**config.mk**
```make
export PLATFORM = sky130hd
export DESIGN_NAME = tpt_front_flat
export DESIGN_NICKNAME = d
export VERILOG_FILES = /design/src/hw/rtl/tpt_pkg.sv /design/src/hw/rtl/tpt_in_if.sv /design/src/hw/rtl/tpt_front.sv /design/src/flat_wrapper.sv
export SDC_FILE = /design/constraint.sdc
export NUM_CORES = 1
export LEC_CHECK = 0
export BUFFER_PORTS_ARGS = -buffer_cell sky130_fd_sc_hd__buf_4
export CAP_MARGIN = 10
export CORE_ASPECT_RATIO = 0.8
export CORE_MARGIN = 2
export CORE_UTILIZATION = 56
export CTS_CLUSTER_DIAMETER = 60
export DETAILED_ROUTE_END_ITERATION = 10
export PLACE_DENSITY = 0.83
export SLEW_MARGIN = 10
export SYNTH_ARGS = -nofsm -noshare
export SYNTH_HDL_FRONTEND = slang
export SYNTH_SLANG_ARGS = --single-unit
```
**constraint.sdc**
```tcl
create_clock -name clk -period 12.1 [get_ports clk]
set_clock_uncertainty 0.05 [all_clocks]
set_input_delay 0.605 -clock clk [delete_from_list [all_inputs] [get_ports clk]]
set_output_delay 0.605 -clock clk [all_outputs]
set_load 0.03 [all_outputs]
```
**src/hw/rtl/tpt_pkg.sv**
```systemverilog
package tpt_pkg;

	// Table geometry
	localparam int NUM_TIMERS = 32;
	localparam int IDX_W = (NUM_TIMERS > 1) ? $clog2(NUM_TIMERS) : 1;
	localparam int MAX_RESULTS = 32;
	localparam int CNT_W = $clog2(MAX_RESULTS + 1);

	// Request queue between front and back
	localparam int QDEPTH = 2;
	localparam int QPTR_W = (QDEPTH > 1) ? $clog2(QDEPTH) : 1;
	localparam int QCNT_W = $clog2(QDEPTH + 1);

	localparam logic [15:0] TICK_STEP_RST = 16'd10;

	typedef enum logic [1:0] {
		OP_SCHED  = 2'd0,
		OP_TICK   = 2'd1,
		OP_CANCEL = 2'd2,
		OP_BIND   = 2'd3
	} op_t;

	// Class given to each word by the front
	typedef enum logic [2:0] {
		CL_SCHED,
		CL_TICK,
		CL_CANCEL,
		CL_BIND,
		CL_BAD
	} cls_t;

	typedef enum logic [3:0] {
		EV_ACCEPTED      = 4'd0,
		EV_FULL          = 4'd1,
		EV_BAD_ID        = 4'd2,
		EV_CANCELLED     = 4'd3,
		EV_PLACE         = 4'd4,
		EV_PLACE_TRACKED = 4'd5,
		EV_KILL          = 4'd6,
		EV_IDLE          = 4'd7,
		EV_BOUND         = 4'd8
	} ev_t;

	typedef enum logic [1:0] {
		B_IDLE,
		B_SCAN,
		B_FINAL
	} bst_t;

	// Classified request as held in the queue
	typedef struct packed {
		cls_t               cls;
		logic [15:0]        tmpl;
		logic signed [15:0] x;
		logic signed [15:0] y;
		logic [16:0]        delay;
		logic [15:0]        destroy;
		logic [31:0]        owner;
		logic               epi;
		logic [31:0]        target;
		logic [IDX_W-1:0]   slot;
	} req_t;

	// Placement data of one slot
	typedef struct packed {
		logic [15:0]        tmpl;
		logic signed [15:0] x;
		logic signed [15:0] y;
	} slot_a_t;

	// Counters and owner data of one slot
	typedef struct packed {
		logic [16:0] fire;
		logic [15:0] destroy;
		logic [31:0] owner;
		logic        epi;
	} slot_b_t;

	localparam int A_W = $bits(slot_a_t);
	localparam int B_W = $bits(slot_b_t);
	localparam int C_W = 32;

	typedef struct packed {
		ev_t                ev;
		logic [4:0]         slot;
		logic [15:0]        tmpl;
		logic signed [15:0] x;
		logic signed [15:0] y;
		logic [31:0]        owner;
		logic               epi;
		logic [31:0]        thing;
	} res_t;

	function automatic res_t mk_res(input ev_t ev, input logic [4:0] s);
		res_t r;
		r = '0;
		r.ev = ev;
		r.slot = s;
		return r;
	endfunction

	// Low five bits of a slot index
	function automatic logic [4:0] to_slot(input logic [IDX_W-1:0] i);
		logic [IDX_W+4:0] t;
		t = {5'b0, i};
		return t[4:0];
	endfunction

	function automatic logic [IDX_W-1:0] to_idx(input logic [4:0] s);
		logic [IDX_W+4:0] t;
		t = {{IDX_W{1'b0}}, s};
		return t[IDX_W-1:0];
	endfunction

	function automatic logic [16:0] sat_sub17(input logic [16:0] v, input logic [15:0] s);
		return (v > {1'b0, s}) ? (v - {1'b0, s}) : 17'd0;
	endfunction

	function automatic logic [15:0] sat_sub16(input logic [15:0] v, input logic [15:0] s);
		return (v > s) ? (v - s) : 16'd0;
	endfunction

endpackage

```
**src/hw/rtl/tpt_in_if.sv**
```systemverilog
interface tpt_in_if;
	logic               valid;
	logic               ready;
	logic [1:0]         opcode;
	logic [15:0]        template_id;
	logic signed [15:0] pos_x;
	logic signed [15:0] pos_y;
	logic [15:0]        fire_ms;
	logic [15:0]        jitter_ms;
	logic [15:0]        destroy_ms;
	logic [31:0]        owner_tag;
	logic               epicenter;
	logic [31:0]        target_id;
	logic [4:0]         slot_index;

	modport source (
		output valid, opcode, template_id, pos_x, pos_y, fire_ms, jitter_ms,
		       destroy_ms, owner_tag, epicenter, target_id, slot_index,
		input  ready
	);

	modport sink (
		input  valid, opcode, template_id, pos_x, pos_y, fire_ms, jitter_ms,
		       destroy_ms, owner_tag, epicenter, target_id, slot_index,
		output ready
	);
endinterface

```
**src/hw/rtl/tpt_front.sv**
```systemverilog
module tpt_front (
	input  logic          clk,
	input  logic          arst_n,
	tpt_in_if.sink        in_ch,
	input  logic          q_pop,
	output logic          q_valid,
	output tpt_pkg::req_t q_req
);
	import tpt_pkg::*;

	req_t              cls_req;
	req_t              q_mem [QDEPTH];
	logic [QPTR_W-1:0] wptr_q;
	logic [QPTR_W-1:0] rptr_q;
	logic [QCNT_W-1:0] cnt_q;
	logic              push;
	logic              pop;

	// Classify the incoming word and sum the placement delay
	always_comb begin
		cls_req.tmpl    = in_ch.template_id;
		cls_req.x       = in_ch.pos_x;
		cls_req.y       = in_ch.pos_y;
		cls_req.delay   = {1'b0, in_ch.fire_ms} + {1'b0, in_ch.jitter_ms};
		cls_req.destroy = in_ch.destroy_ms;
		cls_req.owner   = in_ch.owner_tag;
		cls_req.epi     = in_ch.epicenter;
		cls_req.target  = in_ch.target_id;
		cls_req.slot    = to_idx(in_ch.slot_index);
		case (op_t'(in_ch.opcode))
			OP_SCHED: begin
				cls_req.cls = CL_SCHED;
			end
			OP_TICK: begin
				cls_req.cls = CL_TICK;
			end
			OP_CANCEL: begin
				cls_req.cls = (in_ch.target_id == 32'd0) ? CL_BAD : CL_CANCEL;
			end
			OP_BIND: begin
				cls_req.cls = (int'(in_ch.slot_index) < NUM_TIMERS) ? CL_BIND : CL_BAD;
			end
			default: begin
				cls_req.cls = CL_BAD;
			end
		endcase
	end

	assign in_ch.ready = (cnt_q != QCNT_W'(QDEPTH));
	assign push = in_ch.valid && in_ch.ready;
	assign pop = q_pop && (cnt_q != '0);
	assign q_valid = (cnt_q != '0);
	assign q_req = q_mem[rptr_q];

	// Advance queue pointers and fill level
	always_ff @(posedge clk or negedge arst_n) begin
		if (!arst_n) begin
			wptr_q <= '0;
			rptr_q <= '0;
			cnt_q <= '0;
		end else begin
			if (push) begin
				wptr_q <= (wptr_q == QPTR_W'(QDEPTH - 1)) ? '0 : wptr_q + QPTR_W'(1);
			end
			if (pop) begin
				rptr_q <= (rptr_q == QPTR_W'(QDEPTH - 1)) ? '0 : rptr_q + QPTR_W'(1);
			end
			if (push && !pop) begin
				cnt_q <= cnt_q + QCNT_W'(1);
			end else if (pop && !push) begin
				cnt_q <= cnt_q - QCNT_W'(1);
			end
		end
	end

	// Hold queued words
	always_ff @(posedge clk) begin
		if (push) begin
			q_mem[wptr_q] <= cls_req;
		end
	end
endmodule

```
**src/flat_wrapper.sv**
```systemverilog
// flat-port wrapper written by rule: the top's interface ports become plain ports
module tpt_front_flat import tpt_pkg::*;
  (clk, arst_n, q_pop, q_valid, q_req, in_ch_valid, in_ch_opcode, in_ch_template_id, in_ch_pos_x, in_ch_pos_y, in_ch_fire_ms, in_ch_jitter_ms, in_ch_destroy_ms, in_ch_owner_tag, in_ch_epicenter, in_ch_target_id, in_ch_slot_index, in_ch_ready);
  tpt_in_if in_ch_i ();
  input  logic clk;
  input  logic arst_n;
  input  logic q_pop;
  output logic q_valid;
  output tpt_pkg::req_t q_req;
  input wire logic [$bits(in_ch_i.valid)-1:0] in_ch_valid;
  input wire logic [$bits(in_ch_i.opcode)-1:0] in_ch_opcode;
  input wire logic [$bits(in_ch_i.template_id)-1:0] in_ch_template_id;
  input wire logic [$bits(in_ch_i.pos_x)-1:0] in_ch_pos_x;
  input wire logic [$bits(in_ch_i.pos_y)-1:0] in_ch_pos_y;
  input wire logic [$bits(in_ch_i.fire_ms)-1:0] in_ch_fire_ms;
  input wire logic [$bits(in_ch_i.jitter_ms)-1:0] in_ch_jitter_ms;
  input wire logic [$bits(in_ch_i.destroy_ms)-1:0] in_ch_destroy_ms;
  input wire logic [$bits(in_ch_i.owner_tag)-1:0] in_ch_owner_tag;
  input wire logic [$bits(in_ch_i.epicenter)-1:0] in_ch_epicenter;
  input wire logic [$bits(in_ch_i.target_id)-1:0] in_ch_target_id;
  input wire logic [$bits(in_ch_i.slot_index)-1:0] in_ch_slot_index;
  output wire logic [$bits(in_ch_i.ready)-1:0] in_ch_ready;
  assign in_ch_i.valid = in_ch_valid;
  assign in_ch_i.opcode = in_ch_opcode;
  assign in_ch_i.template_id = in_ch_template_id;
  assign in_ch_i.pos_x = in_ch_pos_x;
  assign in_ch_i.pos_y = in_ch_pos_y;
  assign in_ch_i.fire_ms = in_ch_fire_ms;
  assign in_ch_i.jitter_ms = in_ch_jitter_ms;
  assign in_ch_i.destroy_ms = in_ch_destroy_ms;
  assign in_ch_i.owner_tag = in_ch_owner_tag;
  assign in_ch_i.epicenter = in_ch_epicenter;
  assign in_ch_i.target_id = in_ch_target_id;
  assign in_ch_i.slot_index = in_ch_slot_index;
  assign in_ch_ready = in_ch_i.ready;
  tpt_front u_core (.clk(clk), .arst_n(arst_n), .in_ch(in_ch_i), .q_pop(q_pop), .q_valid(q_valid), .q_req(q_req));
endmodule
```
-- Word-level counts from Yosys, hierarchy flattened
Memory sizes are Yosys's and may differ from the RTL's.
Index checks and enable logic that the tools add are counted.
- register bits after elaboration: 4
- bits in writable memories: 308
- bits of input ports: 172
- output and inout port bits: 156
- word-level logic and storage cells: 31
- memories: 1
- $add $sub $neg: 5
- eq/ne operators: 4
- mux-type cells: 8
- reduce and logical (&&, ||, !) cells: 10
- memories (name ; depth ; bits a word ; rd ports ; clocked after memory_dff ; write ports ; line ; RTL):
    u_core.q_mem ; 2 ; 154 ; 1 ; 0 ; 1 ; tpt_front.sv:12 ; req_t q_mem [QDEPTH];
- operators with widths (operator ; number):
    $logic_not 32->1 ; 1
    $add 16x16->17 ; 1
    $pmux 3 s4 ; 1
    $eq 2x2->1 const B ; 2
    $logic_and 1x1->1 ; 4
    $mux 1 ; 4
    $mux 2 ; 2
    $reduce_bool 2->1 ; 2
    $mux 3 ; 1
    $add 1x1->1 const B ; 2
    $add 2x1->2 const B ; 1
    $eq 2x1->1 const B ; 1
    $logic_not 1->1 ; 2
    $logic_not 2->1 ; 1
    $ne 2x2->1 const B ; 1
    $sub 2x1->2 const B ; 1

-- Longest topological paths before layout
Gate-level depths: netlist of the first run.
- depth after elaboration: 6
- gate-level depth with buffers: 7

-- Least setup slack after synthesis of the first run
Ideal clock, no wire load.
- path kind: register to register
- start point: register u_core.cnt_q[0]
- end point: memory u_core.q_mem[0][0] (netlist name), enable pin
- arrival time: 7.281 ns
- data required time: 11.380 ns
- slack: 4.099 ns
- stages on the path, launching flop included: 4
- buffers on the path: 0
- cells stage by stage: dfrtp_1 nand2b_1 nand2_1 nor2_1
- word-level cells in the longest chain between the ends: 4
- ends and longest elaborated chain (item ; line ; RTL):
    start, declared ; tpt_front.sv:15 ; logic [QCNT_W-1:0] cnt_q;
    start signal, assigned ; tpt_front.sv:69 ; cnt_q <= cnt_q + QCNT_W'(1);
    start signal, assigned ; tpt_front.sv:71 ; cnt_q <= cnt_q - QCNT_W'(1);
    $ne 2x2->1 ; tpt_front.sv:49 ; assign in_ch.ready = (cnt_q != QCNT_W'(QDEPTH));
    via in_ch_ready ; flat_wrapper.sv:22 ; output wire logic [$bits(in_ch_i.ready)-1:0] in_ch_ready;
    $logic_and 1x1->1 ; tpt_front.sv:50 ; assign push = in_ch.valid && in_ch.ready;
    $mux 1 ; tpt_front.sv:78 ; if (push) begin
    $mux 1 (implied by the code) ; tpt_front.sv:79 ; q_mem[wptr_q] <= cls_req;
    end, declared ; tpt_front.sv:12 ;
The timed path passes the listed nets, and every way through them passes these cells.

==> results.json, run 1 <==
{
  "synthCells": 612,
  "grt_overflow_total": 0,
  "ant_nets": 0,
  "whs_ps": 191,
  "fin_area_um2": 15900,
  "max-cap-violations": 0,
  "ys_types": 42,
  "fmax_mhz": 250,
  "arrival_ps": 3350,
  "io_pins": 328,
  "viasPerCell": 5.31,
  "utilization_pct": 74.4,
  "postPlaceCellArea_um2": 14900,
  "drt_iter0_markers": 421,
  "syn-num-nets": 802,
  "muxShareOfSynthArea_pct": 14.4,
  "ys_ff_latch": 312,
  "finalCritPeriodShare_pct": 33.1,
  "synth_top_family_by_area": "multiplexers",
  "cts_tree": "yes",
  "die_h_um": 135,
  "max_slew_margin_pct": 27.3,
  "htree_num_levels": 1,
  "final_hold_viol_count": 0,
  "vias": 6683,
  "worst_pin_slew_ps": 1090,
  "start_kind": "flop",
  "power.density_nw_per_um2": 257,
  "slew_viol_final": 0,
  "dp_hpwl_mm": 16.4,
  "cts_buffer_depth": 3,
  "synthSimpleGateAreaFrac_pct": 2.23,
  "worst_skew_pair.late_latency_ps": 540,
  "clkSlewWorstSetupHoldPaths_ps": 60,
  "grt_antenna_before_repair": 0,
  "grt_pass1_wl_mm": 36.5,
  "die_w_um": 168,
  "synth_compound_area_share_pct": 2.16,
  "grt_start_max_net_pins": 80,
  "cts_root_buf": "clkbuf_16",
  "synth_xor_area_share_pct": 1.16,
  "drive_above_1_share_pct": 55.0,
  "dp_cells": 1201,
  "tns_ps": 0,
  "ctsResizeCount": 0,
  "fillers": 1302,
  "wire_per_inst_um": 19.6,
  "rows": 48,
  "clock-sinks": 312,
  "rsz0062_at_grt": "no",
  "syn_to_final_growth_pct": 31.6,
  "ys_seq_area_share_pct": 77.4,
  "dr.pass1.iters": 5,
  "grt_pass1_vias": 6921,
  "ys_warn_count": 0,
  "initial_core_util_pct": 56.5,
  "setup_viol": 0,
  "routed_wl_mm": 24.6,
  "cp-end-kind": "output port",
  "cts_buffers": 31,
  "drcViolationCount": 0,
  "hold_class": "input pin to flop",
  "ctsHoldBuffers": 1,
  "crit_required_ps": 11440,
  "numPortBuffers": 327,
  "vdd_ir_drop_max_mv": 0.177,
  "p_leak_nw": 6.04,
  "postCtsSetupBuffers": 0,
  "synthesis.area_um2": 12100,
  "core_area_um2": 21400,
  "nets": 1150,
  "stdcell_count": 1258,
  "timing_worst_setup_path_type": "flop to output port",
  "synth_fa_ha_area_share_pct": 1.93,
  "status": "complete, no violations",
  "period_needed_ps": 4010,
  "critPathMaxFanout": 79,
  "antenna_cells": 0,
  "syn_avg_cell_area_um2": 19.7,
  "grt_usage_pct": 20.7,
  "die-area_um2": 22800,
  "place_congestion": 0.850
}
-- logic make-up after synthesis --
family	Yosys count
DFF	312
muxes	154
and+or+nand+nor	52
AOI/OAI and AO/OA	39
buffers and inverters	21
adders and majority gates	18
xor gates and xnor gates	16
-- cells in the final DEF, fill, tap and decap left out, types with 2 or more instances in the layout --
cell	n
o21bai_1	2
and3_1	4
nand4_1	2
a211oi_1	2
bufinv_16	6
nor3_1	4
mux2_2	154
clkinv_1	7
nand3_1	5
a21oi_1	12
o21ai_0	8
xnor2_1	8
a21o_1	2
dfrtp_1	3
ha_1	17
nor2_1	8
nor4_1	7
clkbuf_16	31
clkinv_2	9
o21a_1	2
inv_1	3
clkbuf_1	2
nand2_1	11
buf_4	332
a31oi_1	2
xor2_1	8
edfxtp_1	308
-- flip-flops by register name (all words and copies together), names as in the netlist --
| signal | flops |
|---|---|
| u_core.rptr_q | 1 |
| u_core.wptr_q | 1 |
| u_core.q_mem | 308 |
| u_core.cnt_q | 2 |
-- area by class of cell --
class / count / area, um^2 / share of cell area (%)
sequential: 312 / 9350 / 58.8
multi-input combinational: 279 / 2650 / 16.7
timing repair buffer: 333 / 2500 / 15.7
clock buffer: 33 / 783 / 4.92
tap: 275 / 344 / 2.16
clock inverter: 23 / 260 / 1.64
inverter: 3 / 11.3 / 0.0708
-- cell usage after synthesis --
master,number,area share [%]
a221oi_1,1,0.072
a21o_1,2,0.12
nor4_1,7,0.36
o211ai_1,1,0.062
a21oi_1,12,0.50
o21ai_0,8,0.33
nand2_1,11,0.34
nand2b_1,1,0.052
a31o_2,1,0.072
or2_1,1,0.052
nand4_1,2,0.10
o311ai_2,1,0.13
o21a_1,2,0.12
edfxtp_1,308,77
or3_1,1,0.052
buf_2,15,0.62
a32o_1,1,0.083
nor2_1,9,0.28
a211oi_1,2,0.12
dfrtp_1,4,0.83
xnor2_1,8,0.58
nand3_1,5,0.21
and2_4,1,0.072
and3_1,5,0.26
nand3b_1,1,0.062
a21o_2,1,0.072
mux2_2,154,14
fa_1,1,0.17
and2_1,1,0.052
nor3b_1,1,0.062
xor2_1,8,0.58
nor2b_1,1,0.052
clkbuf_1,3,0.093
o311a_1,1,0.083
or2_2,1,0.052
inv_1,3,0.093
o41ai_1,1,0.072
a31oi_1,2,0.10
a41o_1,1,0.083
ha_1,17,1.8
o21bai_1,2,0.12
nor3_1,4,0.17
-- through the flow --
| stage | total power [mW] | worst slack (ps) |
|---|---|---|
| 2_1_floorplan | 2.63 | 4100 |
| 3_3_place_gp | 3.12 | 8690 |
| 3_5_place_dp | 3.14 | 8690 |
| 4_1_cts | 4.13 | 8090 |
| 5_1_grt | 4.24 | 7950 |
| 6_report | 4.09 | 8090 |
-- power by group --
part           total, mW  internal, mW  switching, mW
combinational       1.52         0.607          0.915
sequential          1.59          1.49          0.105
clock              0.973         0.592          0.380
-- worst max-delay path, stage by stage (launching register included) --
cell and delay [ps]:
dfrtp_4 1070, buf_4 940, mux2_2 430, buf_4 170
-- worst paths after layout --
path / to / slack [ps] / start / cells past startpoint
worst min-delay path: u_core.q_mem[1][126] / 190 / in_ch_pos_x[7] / 1
worst min register to register: u_core.cnt_q[1] / 470 / u_core.cnt_q[1] / 1
worst max register to register: u_core.q_mem[0][7] / 9500 / u_core.cnt_q[0] / 4
worst max-delay path: q_req[69] / 8090 / u_core.rptr_q / 3
min in group asynchronous: u_core.wptr_q / 360 / arst_n / 2
max in group asynchronous: u_core.rptr_q / 11530 / arst_n / 2
-- per-layer routing --
| layer | global-route usage [%] | wire length, um |
|---|---|---|
| met1 | 24.7 | 9370 |
| met2 | 36.4 | 12500 |
| met3 | 6.66 | 2090 |
| met4 | 5.99 | 621 |
| met5 | 0 | 0 |
(Power assumes the default switching activity.)
==> run 2, diff against run 1 <==
--- a/config.mk
+++ b/config.mk
@@ -9,10 +9,10 @@
 export CAP_MARGIN = 10
 export CORE_ASPECT_RATIO = 0.8
 export CORE_MARGIN = 2
-export CORE_UTILIZATION = 56
+export CORE_UTILIZATION = 47
 export CTS_CLUSTER_DIAMETER = 60
 export DETAILED_ROUTE_END_ITERATION = 10
-export PLACE_DENSITY = 0.83
+export PLACE_DENSITY = 0.75
 export SLEW_MARGIN = 10
 export SYNTH_ARGS = -nofsm -noshare
 export SYNTH_HDL_FRONTEND = slang
==> constraint.sdc (replaced) <==
create_clock -name clk -period 3.5 [get_ports clk]
set_clock_uncertainty 0.05 [all_clocks]
set_input_delay 0.175 -clock clk [delete_from_list [all_inputs] [get_ports clk]]
set_output_delay 0.175 -clock clk [all_outputs]
set_load 0.03 [all_outputs]
==> run 2 against run 1 <==
Compared with the run above: critical path depth unchanged; power rose to 3.4 times the previous value; largest power group is now combinational cells; critical endpoint is now q_req[110]; core utilization down 5.8 points; design area up 9.1%; sequential cell count unchanged.
==> results.json, run 2 (synthesis results as in run 1) <==
{
  "status": "complete, no violations",
  "utilization_pct": 68.6,
  "start_kind": "flop",
  "cts_buffer_depth": 3,
  "max-cap-violations": 0,
  "drt_iter0_markers": 463,
  "hold_class": "input pin to flop",
  "ff2ff_path_depth": 3,
  "timing_worst_setup_path_type": "flop to output port",
  "setup_viol": 0,
  "grt_start_max_net_pins": 109,
  "seq_area_um2": 9350,
  "fmax_mhz": 381,
  "mostFrequentLayoutCell": "buf_4",
  "worst-r2r-setup-slack_ps": 1470,
  "reg_top3": "u_core.q_mem (308), u_core.cnt_q (2)",
  "cts_buffers": 31,
  "worst_skew_pair.late_latency_ps": 540,
  "die_w_um": 183,
  "grt_usage_pct": 20.7,
  "routed_wl_mm": 28.7,
  "dr.pass1.iters": 5,
  "io_pins": 328,
  "period_needed_ps": 2620,
  "max_slew_margin_pct": 50.5,
  "layout_common_cells": "buf_4 (329), edfxtp_1 (308), mux2_2 (154)",
  "clkSlewWorstSetupHoldPaths_ps": 60,
  "multi_input_area_um2": 2660,
  "grt_overflow_total": 0,
  "finalCritPeriodShare_pct": 75.0,
  "whs_ps": 65.7,
  "rsz0062_at_grt": "no",
  "grt_pass1_wl_mm": 43.4,
  "arrival_ps": 2400,
  "worstSetupStartpoint": "u_core.rptr_q",
  "rr_startpoint": "u_core.cnt_q[0]",
  "grt_antenna_before_repair": 1,
  "cp-end-kind": "output port",
  "die-area_um2": 27000,
  "final_hold_viol_count": 0,
  "r2r-end": "u_core.q_mem[1][151]",
  "top_register": "u_core.q_mem",
  "cts_tree": "yes",
  "critPathMaxFanout": 60,
  "initial_core_util_pct": 47.7,
  "vias": 7339,
  "ctsResizeCount": 0,
  "total_power_mw": 14.1,
  "tns_ps": 0,
  "rows": 52,
  "dp_hpwl_mm": 17.2,
  "post-place-ws_ps": 1260,
  "die_h_um": 147,
  "largest_reg_flops": 308,
  "ant_nets": 0,
  "viasPerCell": 5.05,
  "power.density_nw_per_um2": 810,
  "drive_above_1_share_pct": 48.0,
  "vdd_ir_drop_max_mv": 0.486,
  "numPortBuffers": 327,
  "syn_to_final_growth_pct": 43.6,
  "grt_pass1_vias": 7869,
  "nets": 1297,
  "fillers": 1644,
  "drcViolationCount": 0,
  "clock-sinks": 312,
  "wire_per_inst_um": 19.7,
  "setup_ws_ps": 877,
  "crit_required_ps": 3270,
  "endpoint": "q_req[110]",
  "place_congestion": 0.805,
  "worst_pin_slew_ps": 742,
  "cts_root_buf": "clkbuf_16",
  "slew_viol_final": 0,
  "core_area_um2": 25300,
  "htree_num_levels": 1,
  "p_leak_nw": 6.61
}
## run 2: cell count changes in the layout (fill, tap and decap cells not counted), sizes merged
cell	change
buf	+2
bufinv	-6
clkbuf	+2
clkinv	-1
clkinvlp	+1
diode	+1
dlygate4sd3	+145
inv	+2
## run 2: layout make-up
class                           instances  share of cell area (%)
Tap cell                              324                    2.34
Multi-Input combinational cell        279                    15.3
Inverter                                3                  0.0649
Timing Repair Buffer                  480                    23.2
Clock inverter                         19                   0.598
Sequential cell                       312                    53.9
Clock buffer                           35                    4.56
Antenna cell                            1                  0.0144
## run 2: worst min path at each step
stage                     slack [ps]  cells past startpoint                   end                 from
final                             70                      3  u_core.q_mem[1][101]  in_ch_jitter_ms[15]
after global routing              80                      3  u_core.q_mem[0][101]  in_ch_jitter_ms[15]
after CTS                         50                      3  u_core.q_mem[0][101]  in_ch_jitter_ms[15]
after detailed placement         -70                      1         u_core.wptr_q               arst_n
after global placement           -70                      1         u_core.wptr_q               arst_n
after floorplan                 -170                      0       u_core.cnt_q[0]               arst_n
## run 2: metrics by stage
step                      area, um^2  cells
after floorplan                12100    612
after global placement         15000   1252
after detailed placement       15000   1252
after CTS                      17400   1452
after global routing           17400   1453
final                          17400   1453
## run 2: worst max-delay path, cell delays in order, from the launching register on
cell	delay (ps)
dfrtp_4	810
buf_12	360
mux2_2	410
buf_4	180
## run 2: routing by layer
metal	routed length, um	track usage [%]
met2	14300	35.8
met5	0	0
met3	2560	6.60
met4	607	5.04
met1	11200	25.5
## run 2: what timing repair did
item,in CTS,in global routing
buffers inserted,0,0
hold buffers,146,0
hold endpoints to repair,286,0
## run 2: report_power, final
part / switching (mW) / internal (mW) / total (mW)
logic: 3.38 / 2.27 / 5.65
registers: 0.294 / 5.14 / 5.43
clock network: 1.35 / 1.62 / 2.96
==> run 3, diff against run 2 <==
--- a/config.mk
+++ b/config.mk
@@ -5,14 +5,15 @@
 export SDC_FILE = /design/constraint.sdc
 export NUM_CORES = 1
 export LEC_CHECK = 0
+export ABC_AREA = 1
 export BUFFER_PORTS_ARGS = -buffer_cell sky130_fd_sc_hd__buf_4
 export CAP_MARGIN = 10
 export CORE_ASPECT_RATIO = 0.8
 export CORE_MARGIN = 2
-export CORE_UTILIZATION = 47
+export CORE_UTILIZATION = 48
 export CTS_CLUSTER_DIAMETER = 60
 export DETAILED_ROUTE_END_ITERATION = 10
-export PLACE_DENSITY = 0.75
+export PLACE_DENSITY = 0.76
 export SLEW_MARGIN = 10
 export SYNTH_ARGS = -nofsm -noshare
 export SYNTH_HDL_FRONTEND = slang
==> constraint.sdc (replaced) <==
create_clock -name clk -period 2.35 [get_ports clk]
set_clock_uncertainty 0.05 [all_clocks]
set_input_delay 0.1175 -clock clk [delete_from_list [all_inputs] [get_ports clk]]
set_output_delay 0.1175 -clock clk [all_outputs]
set_load 0.03 [all_outputs]
==> run 3 against run 2 <==
Compared with the run above: first-iteration DRC count increased by 29%; synthesized area increased by 3.1%; die area increased by 0.95%; count of clock-buffer cells in the layout increased by 1; synthesized cell count increased by 71%; non-clock buffer count increased by 3; design area increased by 2.2%.
==> results.json, run 3 <==
{
  "status": "complete, no violations",
  "p_leak_nw": 7.79,
  "layout_common_cells": "nand2_1 (553), buf_4 (330), edfxtp_1 (308)",
  "cp_slowest_cell": "dfrtp_4",
  "cp_cell_sequence": "inv_4 > buf_4 > nand2_1 > nand2_1 > buf_4",
  "synthTopCellsByCount": "nand2_1 (555), edfxtp_1 (308), inv_1 (46)",
  "routed_wl_mm": 31.5,
  "ys_warn_count": 0,
  "clock-sinks": 312,
  "numPortBuffers": 327,
  "synth-main-ff-cell": "edfxtp_1",
  "crit_required_ps": 2180,
  "io_pins": 328,
  "cts_buffer_depth": 3,
  "dp_cells": 1674,
  "slew_viol_final": 0,
  "dr.pass1.iters": 5,
  "rows": 52,
  "mostFrequentLayoutCell": "nand2_1",
  "drive_above_1_share_pct": 25.8,
  "drt_iter0_markers": 596,
  "die-area_um2": 27300,
  "setup_viol": 0,
  "grt_antenna_before_repair": 0,
  "cts_root_buf": "clkbuf_16",
  "drcViolationCount": 0,
  "critPathMaxFanout": 29,
  "arrival_ps": 2050,
  "fmax_mhz": 452,
  "hold_class": "input pin to flop",
  "synth_most_common_cell": "nand2_1",
  "start_kind": "flop",
  "synth_area_leaders": "edfxtp_1 (74%), nand2_1 (17%), ha_1 (1.7%)",
  "stdcell_count": 1875,
  "grt_usage_pct": 22.8,
  "slowest_delay_ps": 510,
  "largest_reg_flops": 308,
  "ys_types": 24,
  "hold_depth": 4,
  "die_h_um": 148,
  "worst_skew_pair.late_latency_ps": 540,
  "nets": 1718,
  "period_needed_ps": 2210,
  "cts_tree": "yes",
  "power.density_nw_per_um2": 1260,
  "top_register": "u_core.q_mem",
  "grt_start_max_net_pins": 155,
  "synth-edff-count": 308,
  "die_w_um": 184,
  "tns_ps": 0,
  "final_hold_viol_count": 0,
  "ff2ff_path_depth": 5,
  "grt_pass1_wl_mm": 48.4,
  "cts_buffers": 30,
  "vdd_ir_drop_max_mv": 0.822,
  "ys_ff_latch": 312,
  "syn_to_final_growth_pct": 42.3,
  "wire_per_inst_um": 16.8,
  "grt_pass1_vias": 9220,
  "htree_num_levels": 1,
  "cp-end-kind": "output port",
  "syn-num-nets": 1238,
  "timing_worst_setup_path_type": "flop to output port",
  "vias": 9132,
  "core_area_um2": 25400,
  "viasPerCell": 4.87,
  "ant_nets": 0,
  "clkSlewWorstSetupHoldPaths_ps": 70,
  "syn_avg_cell_area_um2": 11.9,
  "synthesis.area_um2": 12500,
  "dp_hpwl_mm": 18.5,
  "max-cap-violations": 0,
  "initial_core_util_pct": 49.1,
  "fillers": 1698,
  "reg_top3": "u_core.q_mem (308), u_core.cnt_q (2)",
  "ys_seq_area_share_pct": 75.0,
  "max_slew_margin_pct": 55.5,
  "synthCells": 1048,
  "place_congestion": 0.874,
  "grt_overflow_total": 0,
  "async_reset_ff_share_pct": 1.28,
  "synth_top_area_cell": "edfxtp_1",
  "synth_top_cell_area_share_pct": 74.2,
  "rsz0062_at_grt": "no",
  "antenna_cells": 0,
  "finalCritPeriodShare_pct": 94.2,
  "worst_pin_slew_ps": 668
}
==> run 3: final cells by class <==
type	count	area, um^2	area share, %
clock buffers	36	773	4.36
inverters	49	186	1.05
well taps	324	405	2.29
repair buffers	483	4090	23.0
flip-flops and latches	312	9350	52.7
clock inverters	19	160	0.903
multi-input cells	652	2770	15.6
==> run 3: layer usage <==
| metal | track usage, % | part of all wire (%) |
|---|---|---|
| met1 | 27.2 | 38 |
| met5 | 0 | 0 |
| met2 | 40.2 | 50 |
| met3 | 5.58 | 7.7 |
| met4 | 8.24 | 3.6 |
==> run 3: where the power goes <==
part	internal, mW	switching, mW
logic	3.08	6.67
clock network	2.57	2.02
registers	7.63	0.316
==> run 3: critical path: cells and delay by family, from the launching register on <==
| family | cells | cell delay [ps] |
|---|---|---|
| simple gates | 2 | 200 |
| flops | 1 | 510 |
| buf+inv | 3 | 770 |
==> run 3: kinds of logic (layout without fill, tap and decap cells) <==
family / Yosys count / in the layout / share of synthesized area (%)
AO/OA/AOI/OAI: 11 / 11 / 0.492
AND/OR/NAND/NOR: 613 / 613 / 18.9
flip-flops: 312 / 312 / 75.0
adder cells (fa/ha/maj): 18 / 18 / 1.87
XOR/XNOR: 10 / 10 / 0.703
buffers and inverters: 84 / 587 / 3.00
==> run 3: repair_timing <==
item / in CTS / in global routing
gates resized for setup: 0 / 1
buffers inserted: 0 / 0
endpoints found under the hold margin: 286 / 0
hold buffers: 146 / 0
setup endpoints to repair: 0 / 2
==> run 3: path summary, 6_finish.rpt <==
kind                              startpoint                   end  slack, ps
hold reg to reg              u_core.cnt_q[0]       u_core.cnt_q[0]        470
setup reg to reg             u_core.cnt_q[0]   u_core.q_mem[1][85]        700
min in group asynchronous             arst_n         u_core.rptr_q        490
hold / removal             in_ch_fire_ms[14]  u_core.q_mem[0][102]         20
setup / recovery               u_core.rptr_q             q_req[99]        140
max in group asynchronous             arst_n         u_core.rptr_q       1570
==> run 3: per-stage QoR <==
step / instance area, um^2 / utilization (%) / hold WS (ps) / setup WS (ps) / total power, mW
floorplan: 12500 / - / -228 / -1040 / 13.9
global placement: 15300 / 60.4 / -131 / 574 / 17.4
detailed placement: 15300 / 60.4 / -130 / 548 / 17.5
CTS: 17700 / 69.9 / 0.800 / 109 / 22.3
global route: 17700 / 69.9 / 48.9 / 23.2 / 23.3
finish: 17700 / 69.9 / 24.5 / 136 / 22.3
